<file path="src/sv/pre_pkg.sv">
package pre_pkg;

   // deepest run buffer, and so the largest effective minimum
   localparam int MAX_MIN_LENGTH = 64;
   localparam int CNT_W          = $clog2(MAX_MIN_LENGTH + 1);
   localparam int ADDR_W         = $clog2(MAX_MIN_LENGTH);
   localparam int MIN_LEN_W      = 7;
   localparam int BYTE_W         = 8;

   localparam logic [BYTE_W-1:0] NEWLINE_CHAR = 8'd10;

   // csr register indexes
   localparam logic CSR_MIN_LENGTH    = 1'b0;
   localparam logic CSR_ALLOW_SPECIAL = 1'b1;

   typedef enum logic [1:0] {
      ST_IDLE,
      ST_FL_READ,
      ST_FL_DATA,
      ST_NEWLINE
   } state_type;

   typedef struct packed {
      logic [CNT_W-1:0] min_eff;
      logic             allow_special;
   } cfg_type;

   // minimum saturated at the buffer depth
   function automatic logic [CNT_W-1:0] eff_min(input logic [MIN_LEN_W-1:0] m);
      int unsigned mv;
      mv = int'(m);
      if (mv > MAX_MIN_LENGTH) mv = MAX_MIN_LENGTH;
      return CNT_W'(mv);
   endfunction

   function automatic logic qualifies(input logic [BYTE_W-1:0] b, input logic special);
      logic q;
      if (special) begin
         q = (b >= 8'h20) && (b <= 8'h7e);
      end else begin
         q = ((b >= 8'h30) && (b <= 8'h39)) || ((b >= 8'h41) && (b <= 8'h5a)) ||
             ((b >= 8'h61) && (b <= 8'h7a));
      end
      return q;
   endfunction

endpackage

</file>
<file path="src/sv/pre_ram.sv">
module pre_ram #(
   parameter int WIDTH = 8,
   parameter int DEPTH = 64
) (
   input  logic                     clock,
   input  logic                     wr_en,
   input  logic [$clog2(DEPTH)-1:0] wr_addr,
   input  logic [WIDTH-1:0]         wr_data,
   input  logic                     rd_en,
   input  logic [$clog2(DEPTH)-1:0] rd_addr,
   output logic [WIDTH-1:0]         rd_data
);

   logic [WIDTH-1:0] mem_ff [DEPTH];
   logic [WIDTH-1:0] rd_data_ff;

   always_ff @(posedge clock) begin
      if (wr_en) mem_ff[wr_addr] <= wr_data;
      if (rd_en) rd_data_ff <= mem_ff[rd_addr];
   end

   assign rd_data = rd_data_ff;

endmodule

</file>
<file path="src/sv/pre_ctrl.sv">
module pre_ctrl import pre_pkg::*; (
   input  logic              clock,
   input  logic              reset,
   input  cfg_type           cfg,
   input  logic              req_tvalid,
   output logic              req_tready,
   input  logic [BYTE_W-1:0] req_tdata,
   input  logic              req_tlast,
   output logic              rsp_tvalid,
   input  logic              rsp_tready,
   output logic [BYTE_W-1:0] rsp_tdata,
   output logic              rsp_tlast,
   output logic              mem_we,
   output logic [ADDR_W-1:0] mem_waddr,
   output logic [BYTE_W-1:0] mem_wdata,
   output logic              mem_re,
   output logic [ADDR_W-1:0] mem_raddr,
   input  logic [BYTE_W-1:0] mem_rdata
);

   state_type         state_ff, state_in;
   logic [CNT_W-1:0]  count_ff, count_in;
   logic              passing_ff, passing_in;
   logic [ADDR_W-1:0] idx_ff, idx_in;
   logic [CNT_W-1:0]  flush_len_ff, flush_len_in;
   logic              nl_pend_ff, nl_pend_in;
   logic              out_valid_ff, out_valid_in;
   logic [BYTE_W-1:0] out_data_ff, out_data_in;
   logic              out_last_ff, out_last_in;

   logic              out_free;
   logic              accept;
   logic              qual;
   logic              last_byte;
   logic [CNT_W-1:0]  count_inc;

   always_ff @(posedge clock) begin
      if (reset) begin
         state_ff     <= ST_IDLE;
         count_ff     <= '0;
         passing_ff   <= 1'b0;
         idx_ff       <= '0;
         flush_len_ff <= '0;
         nl_pend_ff   <= 1'b0;
         out_valid_ff <= 1'b0;
      end else begin
         state_ff     <= state_in;
         count_ff     <= count_in;
         passing_ff   <= passing_in;
         idx_ff       <= idx_in;
         flush_len_ff <= flush_len_in;
         nl_pend_ff   <= nl_pend_in;
         out_valid_ff <= out_valid_in;
      end
   end

   always_ff @(posedge clock) begin
      out_data_ff <= out_data_in;
      out_last_ff <= out_last_in;
   end

   assign out_free  = !out_valid_ff || rsp_tready;
   assign qual      = !req_tlast && qualifies(req_tdata, cfg.allow_special);
   assign last_byte = (CNT_W'(idx_ff) + CNT_W'(1)) == flush_len_ff;
   assign count_inc = (count_ff < CNT_W'(MAX_MIN_LENGTH)) ? count_ff + CNT_W'(1) : count_ff;
   assign accept    = req_tvalid && req_tready;

   always_comb begin
      state_in     = state_ff;
      count_in     = count_ff;
      passing_in   = passing_ff;
      idx_in       = idx_ff;
      flush_len_in = flush_len_ff;
      nl_pend_in   = nl_pend_ff;
      out_valid_in = out_valid_ff && !rsp_tready;
      out_data_in  = out_data_ff;
      out_last_in  = out_last_ff;
      req_tready   = 1'b0;
      mem_we       = 1'b0;
      mem_waddr    = count_ff[ADDR_W-1:0];
      mem_wdata    = req_tdata;
      mem_re       = 1'b0;
      mem_raddr    = idx_ff;

      unique case (state_ff)
         ST_IDLE: begin
            req_tready = out_free;
            if (req_tvalid && out_free) begin
               if (qual) begin
                  count_in = count_inc;
                  if (passing_ff) begin
                     out_valid_in = 1'b1;
                     out_data_in  = req_tdata;
                     out_last_in  = 1'b1;
                  end else begin
                     mem_we = count_ff < CNT_W'(MAX_MIN_LENGTH);
                     if (count_inc >= cfg.min_eff) begin
                        passing_in   = 1'b1;
                        flush_len_in = count_inc;
                        nl_pend_in   = 1'b0;
                        idx_in       = '0;
                        state_in     = ST_FL_READ;
                     end
                  end
               end else begin
                  count_in   = '0;
                  passing_in = 1'b0;
                  if (passing_ff || (count_ff >= cfg.min_eff)) begin
                     if (!passing_ff && (count_ff != '0)) begin
                        flush_len_in = count_ff;
                        nl_pend_in   = 1'b1;
                        idx_in       = '0;
                        state_in     = ST_FL_READ;
                     end else begin
                        out_valid_in = 1'b1;
                        out_data_in  = NEWLINE_CHAR;
                        out_last_in  = 1'b1;
                     end
                  end
               end
            end
         end
         ST_FL_READ: begin
            mem_re   = 1'b1;
            state_in = ST_FL_DATA;
         end
         ST_FL_DATA: begin
            if (out_free) begin
               out_valid_in = 1'b1;
               out_data_in  = mem_rdata;
               out_last_in  = last_byte && !nl_pend_ff;
               if (!last_byte) begin
                  mem_re    = 1'b1;
                  mem_raddr = idx_ff + ADDR_W'(1);
                  idx_in    = idx_ff + ADDR_W'(1);
               end else begin
                  state_in = nl_pend_ff ? ST_NEWLINE : ST_IDLE;
               end
            end
         end
         ST_NEWLINE: begin
            if (out_free) begin
               out_valid_in = 1'b1;
               out_data_in  = NEWLINE_CHAR;
               out_last_in  = 1'b1;
               state_in     = ST_IDLE;
            end
         end
         default: state_in = ST_IDLE;
      endcase
   end

   assign rsp_tvalid = out_valid_ff;
   assign rsp_tdata  = out_data_ff;
   assign rsp_tlast  = out_last_ff;

   a_accept_room: assert property (@(posedge clock) disable iff (reset)
      accept |-> (!out_valid_ff || rsp_tready))
      else $error("input taken while result register is blocked");

   a_count_range: assert property (@(posedge clock) disable iff (reset)
      count_ff <= CNT_W'(MAX_MIN_LENGTH))
      else $error("run count beyond buffer depth");

   a_passing_count: assert property (@(posedge clock) disable iff (reset)
      passing_ff |-> (count_ff != '0))
      else $error("passing with empty run");

   a_flush_index: assert property (@(posedge clock) disable iff (reset)
      (state_ff == ST_FL_DATA) |-> (CNT_W'(idx_ff) < flush_len_ff))
      else $error("flush index past run length");

   a_flush_start: assert property (@(posedge clock) disable iff (reset)
      (state_ff == ST_FL_READ) |=> (state_ff == ST_FL_DATA))
      else $error("flush read not followed by data state");

endmodule

</file>
<file path="src/sv/printable_run_extractor.sv">
// a pass-through byte or a lone newline is registered and appears in the cycle after its input transaction
// a buffer flush passes through ST_FL_READ and ST_FL_DATA, then moves one byte per cycle while the output is free
// throughput: one byte per cycle while passing and the response register is free; no input is taken
// during a flush, which reads the run buffer through its single read port and may end in a trailing newline
// reset: synchronous, active high; min_length 10, allow_special 0, run closed
// the run buffer is not cleared, only entries below the run count are ever read
module printable_run_extractor import pre_pkg::*; (
   input  logic                 clock,
   input  logic                 reset,
   // request stream
   input  logic                 req_tvalid,
   output logic                 req_tready,
   input  logic [7:0]           req_tdata,   // [7:0] in_byte
   input  logic                 req_tlast,   // stream_end
   // response stream
   output logic                 rsp_tvalid,
   input  logic                 rsp_tready,
   output logic [7:0]           rsp_tdata,   // [7:0] out_byte
   output logic                 rsp_tlast,   // last_of_burst
   // register write port
   input  logic                 csr_we,
   input  logic                 csr_addr,
   input  logic [MIN_LEN_W-1:0] csr_wdata
);

   // configuration registers
   logic [MIN_LEN_W-1:0] min_length_ff;
   logic                 allow_special_ff;
   cfg_type              cfg;

   // run buffer port
   logic              mem_we;
   logic [ADDR_W-1:0] mem_waddr;
   logic [BYTE_W-1:0] mem_wdata;
   logic              mem_re;
   logic [ADDR_W-1:0] mem_raddr;
   logic [BYTE_W-1:0] mem_rdata;

   always_ff @(posedge clock) begin
      if (reset) begin
         min_length_ff    <= MIN_LEN_W'(10);
         allow_special_ff <= 1'b0;
      end else if (csr_we) begin
         unique case (csr_addr)
            CSR_MIN_LENGTH:    min_length_ff    <= csr_wdata;
            CSR_ALLOW_SPECIAL: allow_special_ff <= csr_wdata[0];
            default: ;
         endcase
      end
   end

   // minimum saturates at the buffer depth
   assign cfg.min_eff       = eff_min(min_length_ff);
   assign cfg.allow_special = allow_special_ff;

   // holds the bytes of a run until it reaches the minimum
   pre_ram #(
      .WIDTH (BYTE_W),
      .DEPTH (MAX_MIN_LENGTH)
   ) u_run_buffer (
      .clock   (clock),
      .wr_en   (mem_we),
      .wr_addr (mem_waddr),
      .wr_data (mem_wdata),
      .rd_en   (mem_re),
      .rd_addr (mem_raddr),
      .rd_data (mem_rdata)
   );

   // run tracking, flush sequencing and the response register
   pre_ctrl u_ctrl (
      .clock      (clock),
      .reset      (reset),
      .cfg        (cfg),
      .req_tvalid (req_tvalid),
      .req_tready (req_tready),
      .req_tdata  (req_tdata),
      .req_tlast  (req_tlast),
      .rsp_tvalid (rsp_tvalid),
      .rsp_tready (rsp_tready),
      .rsp_tdata  (rsp_tdata),
      .rsp_tlast  (rsp_tlast),
      .mem_we     (mem_we),
      .mem_waddr  (mem_waddr),
      .mem_wdata  (mem_wdata),
      .mem_re     (mem_re),
      .mem_raddr  (mem_raddr),
      .mem_rdata  (mem_rdata)
   );

endmodule
</file>
<file path="config.mk">
export PLATFORM = sky130hd
export DESIGN_NAME = printable_run_extractor
export DESIGN_NICKNAME = d
export VERILOG_FILES = /design/src/sv/pre_pkg.sv /design/src/sv/pre_ram.sv /design/src/sv/pre_ctrl.sv /design/src/sv/printable_run_extractor.sv
export SDC_FILE = /design/constraint.sdc
export NUM_CORES = 1
export LEC_CHECK = 0
export ABC_AREA = 1
export BUFFER_PORTS_ARGS = -buffer_cell sky130_fd_sc_hd__buf_4
export CAP_MARGIN = 0
export CORE_MARGIN = 4
export CORE_UTILIZATION = 45
export CTS_CLUSTER_DIAMETER = 100
export CTS_CLUSTER_SIZE = 8
export DETAILED_ROUTE_END_ITERATION = 7
export PLACE_DENSITY_LB_ADDON = 0.05
export SETUP_SLACK_MARGIN = 0.4
export SLEW_MARGIN = 10
export SYNTH_ARGS = -nofsm -noshare
export SYNTH_HDL_FRONTEND = slang
export SYNTH_SLANG_ARGS = --single-unit
export TNS_END_PERCENT = 30
</file>
<file path="constraint.sdc">
create_clock -name clock -period 4.5 [get_ports clock]
set_input_delay 0.45 -clock clock [delete_from_list [all_inputs] [get_ports clock]]
set_output_delay 0.45 -clock clock [all_outputs]
set_load 0.02 [all_outputs]
</file>
==> impl_metrics.yaml <==
setup_path:
  worstPathMaxFanout: 71
  critPathKind: "flop to flop"
  r2r_start: "u_ctrl.idx_ff[0]"
  crit_arrival_ns: 4.10
  cp_cell_sequence: "ha_1, nand2_1, inv_1, nand2_1, nand3b_1, nand2_1, nor2_1, nand3_2, nand3_1, nand3_4, nand2_8, buf_12, nand2_1, nand3_1, nand3_1, nand3_1, nand3_1, nand3_1, nand2_1"
  required_ns: 4.85
  worstSetupStartpointType: "flop"
  cp_num_buf_inv: 2
  path_common_cell: "nand3_1"
  cp_slowest_cell: "dfxtp_1"
  reg2reg_to: "u_run_buffer.rd_data[4]"
  reg2reg_depth: 19
  worst_setup_path_end_kind: "flop"
  max_stage_delay_ns: 0.48
  cp_top_family: "simple AND/OR/NAND/NOR gates"
  r2r_slack_ns: 0.74
sta:
  fin_crit_sh_pct: 83.5
  tns_ns: 0
  finalHoldViolCount: 0
  tightest_slew_ns: 0.970
  finalCriticalPeriod_ns: 3.76
  fin_skew_ns: 0.0211
  max_freq_mhz: 266
  slew_viol_final: 0
  grt_setup_unrepaired: "false"
  slew_headroom_pct: 35.1
  setup_viol: 0
pwr:
  irDropWorstVdd_mv: 0.633
  powerDensity_nw_per_um2: 645
  p_leak_nw: 11.3
  power_mw: 18.6
finish:
  final_area_um2: 28800
  drive_above_1_share_pct: 8.93
  nets: 2580
  areaGrowthSynthToFinish_pct: 14.4
global_routing:
  grt_max_degree: 125
  grt_pass1_vias: 17848
  grt_antenna_before_repair: 0
  grt_pass1_wl_um: 111000
  grt.overflow.total: 0
  track_usage_pct: 24.2
floorplanning:
  dieWidth_um: 244
  die_area_um2: 59700
  start_util_pct: 45.6
  die_h_um: 244
  rows: 86
  core_area_um2: 55200
  ios: 33
worst_hold_path:
  holdPathStages: 3
  hold_end: "min_length_ff[1]"
  min_from: "csr_wdata[1]"
  hold_class: "input port to flop"
route:
  wl_per_cell_um: 22.1
  totalWireLength_um: 73100
  final_antenna_net_count: 0
  first_pass_iters: 5
  drc_errors: 0
  drtIter0Drc: 1654
  via_per_inst: 5.51
  num_vias: 18215
synth:
  synth.top_cells.by_count: "nand2_1, nand3_1, edfxtp_1, inv_1, nor2_1"
  yosys_warnings: 0
  avgSynthCellArea_um2: 10.2
  yosysMostFrequentCell: "nand2_1"
  synth_edf_count: 529
  async_flop_share_pct: 0
  ys_top_cells_by_area: "edfxtp_1, nand3_1, nand2_1"
  syn_inst: 2472
  ys_seq_area_share_pct: 65.8
  synth_top_area_share_pct: 63.2
  synth.net_count: 2515
  netlist_area_um2: 25100
  synth_ff_type: "edfxtp_1"
  ys_types: 39
  synth.ff_latch_count: 562
  synth_top_cell_by_area: "edfxtp_1"
clock_network:
  cts.path.max_buffers: 3
  numCtsBuffers: 80
  insertion_delay_ns: 0.61
  path_clk_slew_ns: 0.05
  hold_buffers: 0
  cts_tree: "yes"
  h-tree-depth: 3
  cts_setup_buffers: 0
  cts.sinks: 562
  cts_resized: 0
  cts_root_buffer: "clkbuf_16"
placed_design:
  place_hpwl_um: 41900
  placed_cell_area_um2: 26600
  gp_congestion: 0.869
  port_buffers: 32
run:
  cap_violations: 0
run_status:
  run_status: "complete, no violations"
==> worst register-to-register path, stage by stage, from the launching register on <==
cell	delay [ns]
dfxtp_1	0.48
ha_1	0.24
nand2_1	0.11
inv_1	0.08
nand2_1	0.07
nand3b_1	0.09
nand2_1	0.06
nor2_1	0.11
nand3_2	0.13
nand3_1	0.15
nand3_4	0.28
nand2_8	0.43
buf_12	0.37
nand2_1	0.15
nand3_1	0.08
nand3_1	0.08
nand3_1	0.14
nand3_1	0.16
nand3_1	0.21
nand2_1	0.07
==> layout by cell type (no fill, tap or decap), drive strengths merged <==
master    n
ha       21
and3      1
edfxtp  529
clkbuf   95
nand4     4
a211oi    1
buf     125
nor3      5
a31oi     2
a21boi    2
a32o      5
clkinv    4
a21oi    37
nor2    107
o21ai    36
o21a      3
nor4      4
nand3b   33
nand2   722
o311a     1
xor2      4
a311oi    1
o21bai    1
nand3   578
o211ai    2
o221ai    1
a21o      1
diode     3
o22ai     1
o32ai     2
dfxtp    33
inv     192
==> area by class of cell <==
cell class	count	area, µm²
clock buffers	95	2140
diodes	3	7.51
repair buffers	125	1100
inverters	193	724
fillers	4987	26400
clock inverters	3	33.8
well taps	748	936
flip-flops and latches	562	16500
multi-input cells	1575	7280
==> sequential cells by signal (all words and copies together) (netlist names), 2 cells and up <==
name	cells
u_ctrl.state_ff	2
u_run_buffer.rd_data	8
u_ctrl.rsp_tdata	8
u_ctrl.flush_len_ff	7
u_ctrl.count_ff	7
u_ctrl.idx_ff	6
min_length_ff	7
u_run_buffer.mem_ff	512
==> report_power, final <==
part,internal (mW),switching [mW]
logic,2.14,4.97
registers,5.93,0.131
clock network,3.29,2.11
==> how the worst max path moves through the flow <==
stage	slack, ns	start	cells after the start	endpoint
floorplan	1.58	min_length_ff[1]	12	u_ctrl.rsp_tdata[0]
global placement	0.75	u_ctrl.idx_ff[0]	19	u_run_buffer.rd_data[4]
finish	0.74	u_ctrl.idx_ff[0]	19	u_run_buffer.rd_data[4]
CTS	0.67	u_ctrl.idx_ff[0]	19	u_run_buffer.rd_data[4]
detailed placement	0.71	u_ctrl.idx_ff[0]	19	u_run_buffer.rd_data[1]
global route	0.42	u_ctrl.idx_ff[0]	19	u_run_buffer.rd_data[6]
==> logic make-up after synthesis <==
kind of cell / synth area share, %
simple gates: 25.2
xor+xnor: 0.139
flops: 65.8
compound gates: 2.27
buf+inv: 5.52
fa+ha+maj: 1.04
==> metrics by stage <==
step | instances | util (%) | setup slack (ns) | hold slack [ns]
global placement | 3202 | 48.1 | 0.755 | 0.461
floorplan | 2472 | - | 1.58 | 0.439
finish | 3304 | 52.1 | 0.743 | 0.0699
CTS | 3300 | 52.1 | 0.674 | 0.0346
global route | 3301 | 52.1 | 0.424 | 0.0761
detailed placement | 3202 | 48.1 | 0.709 | 0.464
==> layer usage <==
| layer | share of wire [%] | track usage, % |
|---|---|---|
| met5 | 0 | 0 |
| met4 | 3.0 | 7.46 |
| met3 | 6.6 | 4.52 |
| met2 | 46 | 38.6 |
| met1 | 44 | 34.0 |
Power figures use the tool's default switching activity.
